### config.mk
export PLATFORM = sky130hd
export DESIGN_NAME = fixed_slot_free_list_allocator
export DESIGN_NICKNAME = d
export VERILOG_FILES = /design/src/fsa_pkg.sv /design/src/fsa_link_ram.sv /design/src/fixed_slot_free_list_allocator.sv
export SDC_FILE = /design/constraint.sdc
export NUM_CORES = 2
export LEC_CHECK = 0
export BUFFER_PORTS_ARGS = -buffer_cell sky130_fd_sc_hd__buf_4
export CAP_MARGIN = 25
export CORE_MARGIN = 5
export CORE_UTILIZATION = 45
export DETAILED_ROUTE_END_ITERATION = 8
export PLACE_DENSITY = 0.62
export SETUP_SLACK_MARGIN = 0.15
export SLEW_MARGIN = 20
export SYNTH_ARGS = -nofsm -noshare
export SYNTH_HDL_FRONTEND = slang
export SYNTH_SLANG_ARGS = --single-unit
### constraint.sdc
create_clock -name clk -period 18.35 [get_ports clk]
set_input_delay 3.67 -clock clk [delete_from_list [all_inputs] [get_ports clk]]
set_output_delay 3.67 -clock clk [all_outputs]
set_load 0.1 [all_outputs]
### src/fsa_pkg.sv
// ----------------------------------------------------------------------------
// fsa_pkg
// Shared types and constants of the fixed-slot free-list allocator.
// ----------------------------------------------------------------------------
package fsa_pkg;

    localparam int unsigned SLOT_W    = 8;
    localparam int unsigned HEAD_W    = SLOT_W + 1;
    localparam int unsigned CNT_W     = 32;
    localparam int unsigned MAX_SLOTS = 1 << SLOT_W;

    localparam logic [HEAD_W-1:0] NO_SLOT  = HEAD_W'(MAX_SLOTS);
    localparam logic [HEAD_W-1:0] CAP_MIN  = HEAD_W'(1);

    localparam logic MODE_ALLOC = 1'b0;
    localparam logic MODE_FREE  = 1'b1;

    typedef struct packed {
        logic              ok;
        logic [SLOT_W-1:0] granted_slot;
        logic [HEAD_W-1:0] available;
        logic [CNT_W-1:0]  allocate_total;
        logic [CNT_W-1:0]  free_total;
    } result_t;

    typedef struct packed {
        logic              wr_en;
        logic [SLOT_W-1:0] wr_addr;
        logic [HEAD_W-1:0] wr_data;
        logic              rd_en;
        logic [SLOT_W-1:0] rd_addr;
    } ram_ctrl_t;

endpackage

### src/fsa_link_ram.sv
// ----------------------------------------------------------------------------
// fsa_link_ram
// Next-link store of the freed chain: one write port, one read port,
// registered read data.
// ----------------------------------------------------------------------------
module fsa_link_ram
    import fsa_pkg::*;
(
    input  logic              clk,
    input  ram_ctrl_t         ctrl,
    output logic [HEAD_W-1:0] rd_data
);

    logic [HEAD_W-1:0] mem [MAX_SLOTS];
    logic [HEAD_W-1:0] rd_data_reg;

    always_ff @(posedge clk)
    begin
        if (ctrl.wr_en)
        begin
            mem[ctrl.wr_addr] <= ctrl.wr_data;
        end
    end

    always_ff @(posedge clk)
    begin
        if (ctrl.rd_en)
        begin
            rd_data_reg <= mem[ctrl.rd_addr];
        end
    end

    assign rd_data = rd_data_reg;

endmodule

### src/fixed_slot_free_list_allocator.sv
// ----------------------------------------------------------------------------
// fixed_slot_free_list_allocator
// Flow: a taken request is executed in S_REQ and its result is registered;
//   an allocate served from the freed chain first reads the link memory and
//   completes in S_WAIT. A new request is taken as the current one completes.
// Reset: control and counters cleared, capacity 256, freed chain empty;
//   the link memory is not cleared and needs no clearing pass.
// ----------------------------------------------------------------------------
module fixed_slot_free_list_allocator
    import fsa_pkg::*;
(
    input  logic              clk,
    input  logic              rst_n,

    input  logic              cfg_wr_en,
    input  logic [HEAD_W-1:0] cfg_wr_data,

    input  logic              in_valid,
    output logic              in_stall,
    input  logic              mode,
    input  logic [SLOT_W-1:0] slot_index,

    output logic              out_valid,
    input  logic              out_stall,
    output logic              ok,
    output logic [SLOT_W-1:0] granted_slot,
    output logic [HEAD_W-1:0] available,
    output logic [CNT_W-1:0]  allocate_total,
    output logic [CNT_W-1:0]  free_total
);

    typedef enum logic [1:0] {
        S_EMPTY,
        S_REQ,
        S_WAIT
    } state_t;

    state_t            state_reg;
    logic              mode_reg;
    logic [SLOT_W-1:0] idx_reg;

    logic [HEAD_W-1:0] capacity_reg;
    logic [HEAD_W-1:0] head_reg,     head_next;
    logic [HEAD_W-1:0] frontier_reg, frontier_next;
    logic [HEAD_W-1:0] count_reg,    count_next;
    logic [CNT_W-1:0]  alloc_reg,    alloc_next;
    logic [CNT_W-1:0]  release_reg,  release_next;

    result_t           out_reg, res_next;
    logic              out_valid_reg;

    ram_ctrl_t         ram_ctrl;
    logic [HEAD_W-1:0] link_rd;

    logic              out_free;
    logic              head_valid;
    logic              issue_read;
    logic              done;
    logic              take;
    logic [HEAD_W-1:0] cap_clamped;

    fsa_link_ram u_link_ram
    (
        .clk     (clk),
        .ctrl    (ram_ctrl),
        .rd_data (link_rd)
    );

    assign out_free   = !out_valid_reg || !out_stall;
    assign head_valid = !head_reg[HEAD_W-1];
    assign issue_read = (state_reg == S_REQ) && (mode_reg == MODE_ALLOC) && head_valid;
    assign done       = out_free && (((state_reg == S_REQ) && !issue_read)
                                     || (state_reg == S_WAIT));
    assign in_stall   = !((state_reg == S_EMPTY) || done);
    assign take       = in_valid && !in_stall;

    always_comb
    begin
        if (cfg_wr_data == '0)
        begin
            cap_clamped = CAP_MIN;
        end
        else if (cfg_wr_data > NO_SLOT)
        begin
            cap_clamped = NO_SLOT;
        end
        else
        begin
            cap_clamped = cfg_wr_data;
        end
    end

    // request execution
    always_comb
    begin
        head_next     = head_reg;
        frontier_next = frontier_reg;
        count_next    = count_reg;
        alloc_next    = alloc_reg;
        release_next  = release_reg;
        res_next.ok           = 1'b0;
        res_next.granted_slot = '0;

        ram_ctrl.wr_en   = 1'b0;
        ram_ctrl.wr_addr = idx_reg;
        ram_ctrl.wr_data = head_reg;
        ram_ctrl.rd_en   = issue_read;
        ram_ctrl.rd_addr = head_reg[SLOT_W-1:0];

        if (state_reg == S_WAIT)
        begin
            res_next.ok           = 1'b1;
            res_next.granted_slot = head_reg[SLOT_W-1:0];
            head_next             = (link_rd > NO_SLOT) ? NO_SLOT : link_rd;
        end
        else if (mode_reg == MODE_ALLOC)
        begin
            if (frontier_reg < capacity_reg)
            begin
                res_next.ok           = 1'b1;
                res_next.granted_slot = frontier_reg[SLOT_W-1:0];
                frontier_next         = frontier_reg + HEAD_W'(1);
            end
        end
        else
        begin
            if ({1'b0, idx_reg} < capacity_reg)
            begin
                res_next.ok    = 1'b1;
                ram_ctrl.wr_en = done;
                head_next      = {1'b0, idx_reg};
                if (count_reg < capacity_reg)
                begin
                    count_next = count_reg + HEAD_W'(1);
                end
                release_next = release_reg + CNT_W'(1);
            end
        end

        if (res_next.ok && ((state_reg == S_WAIT) || (mode_reg == MODE_ALLOC)))
        begin
            if (count_reg != '0)
            begin
                count_next = count_reg - HEAD_W'(1);
            end
            alloc_next = alloc_reg + CNT_W'(1);
        end

        res_next.available      = count_next;
        res_next.allocate_total = alloc_next;
        res_next.free_total     = release_next;
    end

    always_ff @(posedge clk or negedge rst_n)
    begin
        if (!rst_n)
        begin
            state_reg     <= S_EMPTY;
            out_valid_reg <= 1'b0;
            capacity_reg  <= NO_SLOT;
            head_reg      <= NO_SLOT;
            frontier_reg  <= '0;
            count_reg     <= NO_SLOT;
            alloc_reg     <= '0;
            release_reg   <= '0;
        end
        else
        begin
            unique case (state_reg)
                S_EMPTY:
                begin
                    if (take)
                    begin
                        state_reg <= S_REQ;
                    end
                end
                S_REQ:
                begin
                    if (issue_read)
                    begin
                        state_reg <= S_WAIT;
                    end
                    else if (done && !take)
                    begin
                        state_reg <= S_EMPTY;
                    end
                end
                S_WAIT:
                begin
                    if (done)
                    begin
                        state_reg <= take ? S_REQ : S_EMPTY;
                    end
                end
                default:
                begin
                    state_reg <= S_EMPTY;
                end
            endcase

            if (done)
            begin
                out_valid_reg <= 1'b1;
                head_reg      <= head_next;
                frontier_reg  <= frontier_next;
                count_reg     <= count_next;
                alloc_reg     <= alloc_next;
                release_reg   <= release_next;
            end
            else if (!out_stall)
            begin
                out_valid_reg <= 1'b0;
            end

            // capacity write starts a fresh pool with every slot free; totals kept
            if (cfg_wr_en)
            begin
                capacity_reg <= cap_clamped;
                head_reg     <= NO_SLOT;
                frontier_reg <= '0;
                count_reg    <= cap_clamped;
            end
        end
    end

    always_ff @(posedge clk)
    begin
        if (take)
        begin
            mode_reg <= mode;
            idx_reg  <= slot_index;
        end
        if (done)
        begin
            out_reg <= res_next;
        end
    end

    assign out_valid      = out_valid_reg;
    assign ok             = out_reg.ok;
    assign granted_slot   = out_reg.granted_slot;
    assign available      = out_reg.available;
    assign allocate_total = out_reg.allocate_total;
    assign free_total     = out_reg.free_total;

endmodule

* Word-level counts from Yosys, hierarchy flattened *
Memories as Yosys holds them, arrays and structs flattened. A register that Yosys moved wholly into a read port is not among the register bits.
Index checks and enable logic that the tools add are counted.

storage, ports and cells
  memory bits (writable) = 2304
  input bits = 23
  output and inout bits = 84
  bits in registers = 194
  memories kept = 1
  logic and storage cells = 105

cells by class
  equality and inequality tests = 8
  add/sub/neg operators = 5
  bitwise logic cells = 1
  mux-type cells = 43
  $lt $le $gt $ge = 5
  reduce and logical (&&, ||, !) cells = 27

memories
  memory          depth  width  rd ports  clocked after memory_dff  write ports  line                text
  u_link_ram.mem  256    9      1         1                         1            fsa_link_ram.sv:14  logic [HEAD_W-1:0] mem [MAX_SLOTS];

operators with widths
  kind                     number
  $mux W9                  23
  $mux W32                 4
  $add A32 B1 Y32 const B  2
  $add A9 B1 Y9 const B    2
  $gt A9 B9 Y1 const B     2
  $lt A9 B9 Y1             2
  $mux W1                  10
  $logic_not A9 Y1         1
  $lt A8 B9 Y1             1
  $reduce_bool A9 Y1       1
  $sub A9 B1 Y9 const B    1
  $mux W2                  4
  $mux W8                  1
  $ne A2 B2 Y1 const B     4
  $logic_and A1 B1 Y1      7
  $logic_not A1 Y1         6
  $pmux W2 S3              1
  $reduce_and A3 Y1        2
  $reduce_bool A3 Y1       2
  $logic_or A1 B1 Y1       4
  $reduce_and A4 Y1        1
  $reduce_bool A2 Y1       2
  $ne A3 B2 Y1 const B     1
  $eq A2 B1 Y1 const B     1
  4 further kinds          4

* Logic depth before layout (Yosys ltp) *
  depth after elaboration = 14
  depth in mapped cells = 12
  gate-level depth less buffers = 9

* By module *
From an unflattened synthesis, not the netlist that was laid out.

unflattened totals
  cells, all modules = 5127
  area total of the unflattened synthesis = 99390.3 um2

modules (own cells, without submodules)
  module                          area each (um2)  instances  seq. area each (um2)  cells each
  fsa_link_ram                    89368.2          1          69456.6               4237
  fixed_slot_free_list_allocator  10022.1          1          5313.8                890

* Worst setup path after synthesis *
No wires, ideal clock.

  path type = input port to output port
  start = in out_stall
  end = out in_stall
  arrival = 5558 ps
  slack = 9122 ps
  buffers on the path = 1
  data required time = 14680 ps
  stages on the path = 5
  cell sequence = nand2_1 -> o21ai_1 -> inv_1 -> clkbuf_1 -> nor2_1

between the ends
  longest elaborated chain between the ends = 5

ends and longest elaborated chain
  item                 line                                  text
  start, declared      fixed_slot_free_list_allocator.sv:24  input logic out_stall,
  $logic_not A1 Y1     n/a
  $logic_or A1 B1 Y1   fixed_slot_free_list_allocator.sv:69  assign out_free = !out_valid_reg || !out_stall;
  $logic_and A1 B1 Y1  fixed_slot_free_list_allocator.sv:72  assign done = out_free && (((state_reg == S_REQ) && !issue_read)
  $logic_or A1 B1 Y1   fixed_slot_free_list_allocator.sv:74  assign in_stall = !((state_reg == S_EMPTY) || done);
  $logic_not A1 Y1     fixed_slot_free_list_allocator.sv:74
  end, declared        fixed_slot_free_list_allocator.sv:19  output logic in_stall,

Every way passes these cells.

* Worst setup path in the final report *
Same ends and word-level chain as after synthesis.

==> reports/results.tsv <==
stage	metric	value	unit
status	status	finished clean	
worst_setup_path	kind of critical path	primary input to output pin	
layout	Final nets	5131	
floorplanning	Die Y	478	um
drt	DRT Wirelength	230000	um
yosys	Netlist cell types	80	
clocking	CTS buffer count	274	
clocking	clock sink count	2507	
yosys	post-synthesis cell area	0.0984	sq mm
sta	slew margin rel.	25.9	%
layout	area growth from synthesis to layout	12.4	%
yosys	post-synthesis register bit count	2507	
clocking	Skew-Pair Late Insertion Delay	0.93	ns
sta	unrepaired setup endpoints after global routing	no	
power_and_ir_drop	Power per Cell Area	131	mW/mm^2
yosys	post-synth top area share	73.3	%
worst_setup_path	Crit path arrival time	5.32	ns
global_route	initial antenna violation count	7	
global_route	total gr overflow	0	
worst_setup_path	Crit path required time	14.68	ns
place	number of port buffers	106	
place	pre-CTS WS	9.34	ns
sta	Hold Fails Final Rpt	0	
yosys	Post-synth EDFFs	2404	
job	max-cap viol count	0	
sta	final period utilization	49.0	%
sta	worst slew pin tran	1.11	ns
yosys	Yosys top cell by area	edfxtp_1	
power_and_ir_drop	LEAKAGE	34.9	nW
sta	fmax	111	MHz
layout	Largest register FFs	2304	
clocking	post-CTS sizing	0	
worst_setup_path	Worst Setup End Kind	output pin	
place	routability cong.	0.812	
yosys	Synth warnings	0	
global_route	vias in the first global route	48600	
clocking	root buf cell	clkbuf_16	
layout	Layout fillers	17100	
yosys	most instantiated cells after synthesis	edfxtp_1 (2404), mux4_2 (520), nor2_1 (403)	
drt	Routed wire per std cell	28.4	um
drt	DRC viols	0	
floorplanning	row count	171	
worst_hold_path	Worst Hold Class	flip-flop to flip-flop	
floorplanning	DIE AREA	0.228	sq mm
worst_setup_path	crit path max fanout	51	
sta	Worst Skew	0.0548	ns
layout	Multi-input gate area	0.0221	sq mm
yosys	Synth Net Count	4918	
yosys	most common cell in the synthesized netlist	edfxtp_1	
floorplanning	total core area	0.217	sq mm
layout	fraction of layout instances using a drive strength above 1	22.3	%
sta	Slew Limit Fails	0	
floorplanning	die width	478	um
global_route	largest net degree at the start of global routing	155	
yosys	cell count after synthesis	4867	
global_route	first-pass GRT wire length	336000	um
yosys	fraction of registers with async set/reset	4.11	%
sta	min cycle time layout	8.99	ns
place	Detailed Place HPWL	136000	um
floorplanning	# IOs	107	
drt	routed vias	48200	
layout	largest reg by FF count	u_link_ram.mem	
drt	drt via density	5.93	
clocking	H-tree levels	5	
drt	antenna viol nets, final	0	
drt	first drt pass iteration count	7	
yosys	sequential share of the synthesized area	76.0	%
yosys	syn_area_per_cell	20.2	sq um
clocking	Max Root-Sink Buffers	4	
power_and_ir_drop	Max IR drop VDD	0.113	mV
drt	DRT iter0 DRCs	5052	
sta	setup ws final	9.36	ns
yosys	Synth Flop Type	edfxtp_1	
yosys	top cells by area, synth	edfxtp_1 (73%), mux4_2 (12%), dfrtp_1 (2.5%)	
clocking	cts hold-fix bufs	0	
clocking	Clock transition at path regs	0.05	ns
sta	Finish-stage setup viols	0	
clocking	TritonCTS clock tree	yes	
layout	Sequential Area	0.0748	sq mm
floorplanning	effective utilization at floorplan	45.3	%
global_route	GRT Total Usage	19.9	%
clocking	post-CTS setup buffers	0	
worst_setup_path	critical path launch point type	primary input	
sta	Fin Setup TNS	0	ns
-- metal layers --
metal | part of all wire, % | wire (um) | vias up | global-route usage [%]
li1 | - | - | 20500 | -
met1 | 41 | 95400 | 25400 | 28.0
met2 | 48 | 110000 | 1902 | 31.4
met3 | 8.0 | 18500 | 358 | 4.62
met4 | 2.7 | 6280 | 6 | 5.66
met5 | 0.017 | 39 | - | 0
-- report_power, final --
group	total (mW)	switching [mW]	internal, mW
registers	6.80	0.134	6.67
logic	2.48	1.69	0.783
clock network	5.19	2.14	3.05
-- placed cells by master, fill, tap and decap left out, types with 55 or more instances in the layout --
cell / n
nor2_1: 401
dfrtp_1: 92
xor2_1: 86
edfxtp_1: 2404
o22ai_1: 120
clkbuf_16: 281
mux4_2: 520
buf_4: 186
nand2_1: 131
a22o_1: 55
mux2i_1: 103
-- logic make-up after synthesis --
logic type      synth area share, %
flops                          76.0
compound gates                 3.38
simple gates                   3.63
mux                            13.7
xor+xnor                       1.25
buf+inv                        1.74
fa+ha+maj                     0.356
-- final cells by class --
type	count	area share [%]
Multi-Input combinational cell	2068	20.0
Inverter	25	0.0871
Clock buffer	338	6.59
Timing Repair Buffer	204	1.58
Clock inverter	118	0.948
Sequential cell	2507	67.6
Antenna cell	3	0.00679
Tap cell	2854	3.23
-- path summary, 6_finish.rpt --
kind / endpoint / slack (ns) / startpoint / depth (start not counted)
worst max-delay path: in_stall / 9.36 / out_stall / 7
worst min register to register: alloc_reg[31] / 0.49 / alloc_reg[31] / 1
min in group asynchronous: alloc_reg[17] / 2.85 / rst_n / 1
worst min-delay path: alloc_reg[31] / 0.49 / alloc_reg[31] / 1
worst max register to register: u_link_ram.rd_data[1] / 12.32 / head_reg[0] / 10
max in group asynchronous: out_valid / 14.30 / rst_n / 2
-- worst max-delay path: stages --
cell     delay (ns)
buf_4          0.09
nand2_1        0.13
o21ai_4        0.09
buf_4          0.40
inv_4          0.32
nor2_1         0.25
buf_4          0.32
-- metrics by stage --
step | utilization [%] | power [mW] | hold WS (ns) | cells | area [sq um]
2_1_floorplan | - | 8.64 | 0.461 | 4867 | 98400
3_3_place_gp | 47.0 | 9.36 | 0.476 | 7647 | 102000
3_5_place_dp | 47.0 | 9.40 | 0.485 | 7650 | 102000
4_1_cts | 50.8 | 14.6 | 0.494 | 8106 | 110000
5_1_grt | 50.9 | 15.0 | 0.505 | 8115 | 111000
6_report | 50.9 | 14.5 | 0.490 | 8117 | 111000
Note: power is estimated with default switching activity, not from simulation.
